## config.mk

```make
export PLATFORM = sky130hd
export DESIGN_NAME = tsmt_ram
export DESIGN_NICKNAME = d
export VERILOG_FILES = /design/src/rtl/core/tsmt_ram.sv
export SDC_FILE = /design/constraint.sdc
export NUM_CORES = 2
export LEC_CHECK = 0
export BUFFER_PORTS_ARGS = -buffer_cell sky130_fd_sc_hd__buf_2
export CAP_MARGIN = 20
export CORE_MARGIN = 8
export CORE_UTILIZATION = 57
export CTS_CLUSTER_SIZE = 40
export DETAILED_ROUTE_END_ITERATION = 8
export PLACE_DENSITY = 0.76
export SKIP_LAST_GASP = 1
export SLEW_MARGIN = 10
export SYNTH_ARGS = -nofsm -noshare
export SYNTH_HDL_FRONTEND = slang
export SYNTH_SLANG_ARGS = --single-unit
```

## constraint.sdc

```tcl
create_clock -name clk -period 3.85 [get_ports clk]
set_input_delay 0.5775 -clock clk [delete_from_list [all_inputs] [get_ports clk]]
set_output_delay 0.5775 -clock clk [all_outputs]
set_load 0.05 [all_outputs]
```

## src/rtl/core/tsmt_ram.sv

```systemverilog
module tsmt_ram #(
  parameter int DEPTH = 64,
  parameter int WIDTH = 33
) (
  input  logic                             clk,
  input  logic                             we,
  input  logic [$clog2(DEPTH)-1:0]         waddr,
  input  logic [WIDTH-1:0]                 wdata,
  input  logic                             re,
  input  logic [$clog2(DEPTH)-1:0]         raddr,
  output logic [WIDTH-1:0]                 rdata
);

  logic [WIDTH-1:0] mem [DEPTH];

  always_ff @(posedge clk) begin
    if (we) begin
      mem[waddr] <= wdata;
    end
  end

  always_ff @(posedge clk) begin
    if (re) begin
      rdata <= mem[raddr];
    end
  end

endmodule

```

; ---- Yosys cells after proc, flatten, opt, wreduce, memory -nomap -nowiden
; Memory sizes are Yosys's and may differ from the RTL's. A register that Yosys moved wholly into a read port is not among the register bits.
; Index checks and enable logic that the tools add are counted.
[totals]
n_memories = 1
regBits = 0
wordCells = 3
ramBits = 2112
[op_classes]
mux = 2
[memory_table]
columns = name, depth, word_bits, read_ports, rd_ports_with_merged_regs, wr, line_no
row1 = mem, 64, 33, 1, 1, 1, 14  ; logic [WIDTH-1:0] mem [DEPTH];
[ops]
columns = cell, count
row1 = $mux 1, 2

; ---- Logic depth before layout (Yosys ltp)
[depth]
word_depth = 2
depth_mapped = 10

; ---- Worst setup path after synthesis
; No wires, ideal clock.
[synth_path]
path_type = input port to flip-flop
start = input port waddr[3]
end = memory mem[48][0], enable pin
arrival_time_ns = 3.343
cell_stages = 4
setup_ns = 0.464
slack_ns = 0.042
cell_sequence = clkbuf_1 nor2b_1 nand4b_1 nor3_1
[synth_rtl]
columns = element, line_no
row1 = start: declaration, 7  ; input logic [$clog2(DEPTH)-1:0] waddr,
row2 = end: declaration, 14
; Straight into the memory's write port.

==> summary.md <==
| Metric | Value |
|---|---|
| Yosys top cell by area | `edfxtp_1` |
| Most numerous cell in the Yosys netlist | `edfxtp_1` |
| Clock latency at the later pin of the worst-skew pair | `0.82 ns` |
| Sequential fraction of the synthesis area | `79.0%` |
| Port Buf Inserts | `80` |
| Top post-synthesis cells by area | `edfxtp_1 (79%), mux4_2 (13%), mux2i_1 (1.2%)` |
| Synth Instances | `3598` |
| Synth warn | `0` |
| Total Wirelength | `210000 um` |
| CP arrival | `3.30 ns` |
| Hold buffers post-CTS | `0` |
| Fraction of layout cells with a size suffix above 1 | `27.6%` |
| Crit end category | `register` |
| Most instantiated cells after synthesis | `edfxtp_1 (2145), mux4_2 (485), nand2_1 (102), mux2i_1 (96), nand3_1 (86)` |
| Class of the worst hold path | `input port to register` |
| Synthesis-to-layout area growth | `13.0%` |
| Dpl hpwl | `116000 um` |
| CTS tree | `done` |
| Part of the cycle the worst path needs | `70.9%` |
| PwrDens | `513 nW/um^2` |
| Top-area cell type share of the netlist area | `79.0%` |
| Number of flops mapped to enable cells by yosys | `2145` |
| Met1 WL | `73500 um` |
| Rel. slew slack | `20.2%` |
| Top Ports | `81` |
| Vias per cell | `6.87` |
| Worst slack at placement | `0.337 ns` |
| ANT nets after route | `0` |
| Setup TNS | `0 ns` |
| RePlAce Congestion | `0.843` |
| Layout fillers | `8721` |
| Syn_nets | `3646` |
| Fin area | `92100 um^2` |
| Remaining DRCs | `0` |
| Die height | `394 um` |
| Post-DP Area | `85600 um^2` |
| Root cell of the clock tree | `clkbuf_16` |
| DR WL/cell | `35.4 um` |
| Nets@finish | `3932` |
| Post-synth top flop | `edfxtp_1` |
| Vias in the first global route | `41600` |
| Largest net degree at the start of global routing | `69` |
| Final setup viols | `0` |
| Mapped cell area | `81500 um^2` |
| Setup CP Type | `input port to register` |
| Total gr overflow | `0` |
| DR vias | `40800` |
| TritonRoute pass-1 iters | `7` |
| 1st-iter DRT viols | `5795` |
| Met2 WL | `99200 um` |
| Gr usage total | `26.7%` |
| Highest routed layer | `met5` |
| Post-CTS Setup Inserts | `0` |
| Crit Path Max Fanout | `32` |
| Synth unique cells | `45` |
| CTS buffer count | `200` |
| H-Tree Level Count | `4` |
| Final hold vios | `0` |
| Pleak | `0.0287 uW` |
| Initial Util | `57.5%` |
| Status | `finished, final reports clean` |
| Fin util | `65.0%` |
| Critical path startpoint category | `input port` |
| CTS max path bufs | `3` |
| Setup WS post-layout | `1.12 ns` |
| Yosys reg bits | `2145` |
| Tightest Pin Transition | `1.20 ns` |
| Die width | `394 um` |
| RSZ-0062 raised after global routing | `no` |
| Post-Syn Area per Cell | `22.7 um^2` |
| Cts repair resizes | `0` |
| Area of the core | `142000 um^2` |
| Final slew viol count | `0` |
| Synth async-reset ratio | `0%` |
| Initial antenna violation count | `10` |
| Max_cap viols | `0` |
| Row count | `138` |
| Critical Path RT | `4.42 ns` |
| Met3 wire length | `24700 um` |
| F_max | `0.366 GHz` |
| First-pass GRT wire length | `299000 um` |
| Final min period | `2.73 ns` |
| Clock skew | `0.0280 ns` |
| Max VDD drop | `443 uV` |
| Clock transition at the registers of the reported paths | `0.06 ns` |
| Clk sinks | `2145` |
| Total die area | `155000 um^2` |
[routing by layer]
| metal | global-route usage (%) | up-vias |
|---|---|---|
| li1 | - | 16000 |
| met1 | 35.7 | 21300 |
| met2 | 41.5 | 3027 |
| met3 | 6.00 | 453 |
| met4 | 14.2 | 14 |
| met5 | 0 | - |
[path summary, 6_finish.rpt]
| path | startpoint | to | slack (ns) | depth (start not counted) |
|---|---|---|---|---|
| setup / recovery | raddr[0] | rdata[2] | 1.12 | 8 |
| setup reg to reg | mem[2][14] | rdata[14] | 1.69 | 4 |
| hold / removal | wdata[10] | mem[45][10] | 0.14 | 1 |
| hold reg to reg | mem[29][27] | rdata[27] | 0.92 | 5 |
[through the flow]
step                hold slack (ns)  std cells  power (uW)
finish                        0.140       5937       47300
global route                  0.118       5933       48400
detailed placement            0.908       5556       28900
floorplan                     0.676       3598       27800
CTS                           0.386       5916       47400
global placement              0.889       5556       28800
[power by group]
group / total [uW] / internal, uW / switching [uW]
registers: 26000 / 25900 / 111
clock network: 18800 / 10500 / 8290
logic: 2470 / 871 / 1600
total: 47300 / 37300 / 10000
[cells by family after synthesis]
group,count (synthesis),share of synthesized area (%)
buffers and inverters,207,1.47
AO/OA/AOI/OAI,281,2.60
multiplexers,587,14.7
flip-flops,2145,79.0
AND/OR/NAND/NOR,378,2.26
[worst max-delay path, stage by stage]
cell	delay, ns
buf_8	0.39
buf_12	0.27
buf_12	0.17
buf_4	0.18
mux4_2	0.51
a22oi_1	0.21
nand4_1	0.46
and3_1	0.38
[cells in the final DEF, fill, tap and decap left out, drive strengths merged, types with 29 or more instances in the layout]
| cell | Yosys | layout |
|---|---|---|
| edfxtp | 2145 | 2145 |
| mux4 | 485 | 485 |
| buf | 122 | 288 |
| clkbuf | 82 | 259 |
| nand2 | 102 | 102 |
| mux2i | 96 | 96 |
| nand3 | 86 | 86 |
| a22oi | 77 | 77 |
| clkinv | 1 | 77 |
| nor2 | 71 | 71 |
| o22ai | 59 | 59 |
| o221ai | 46 | 46 |
| nand4 | 41 | 41 |
| a211oi | 29 | 29 |
[layout make-up]
class                   count  area (um^2)  share of cell area [%]
flip-flops and latches   2145        64400                    69.9
multi-input cells        1246        16400                    17.8
clock buffers             259         5310                    5.77
repair buffers            288         2760                    2.99
well taps                1890         2360                    2.57
clock inverters           101          825                   0.895
diodes                      5         12.5                  0.0136
inverters                   3         11.3                  0.0122
[sequential cells by signal, summed over array words and instances (netlist names)]
| name | cells |
|---|---|
| mem | 2112 |
| rdata | 33 |
(Power assumes the default switching activity.)
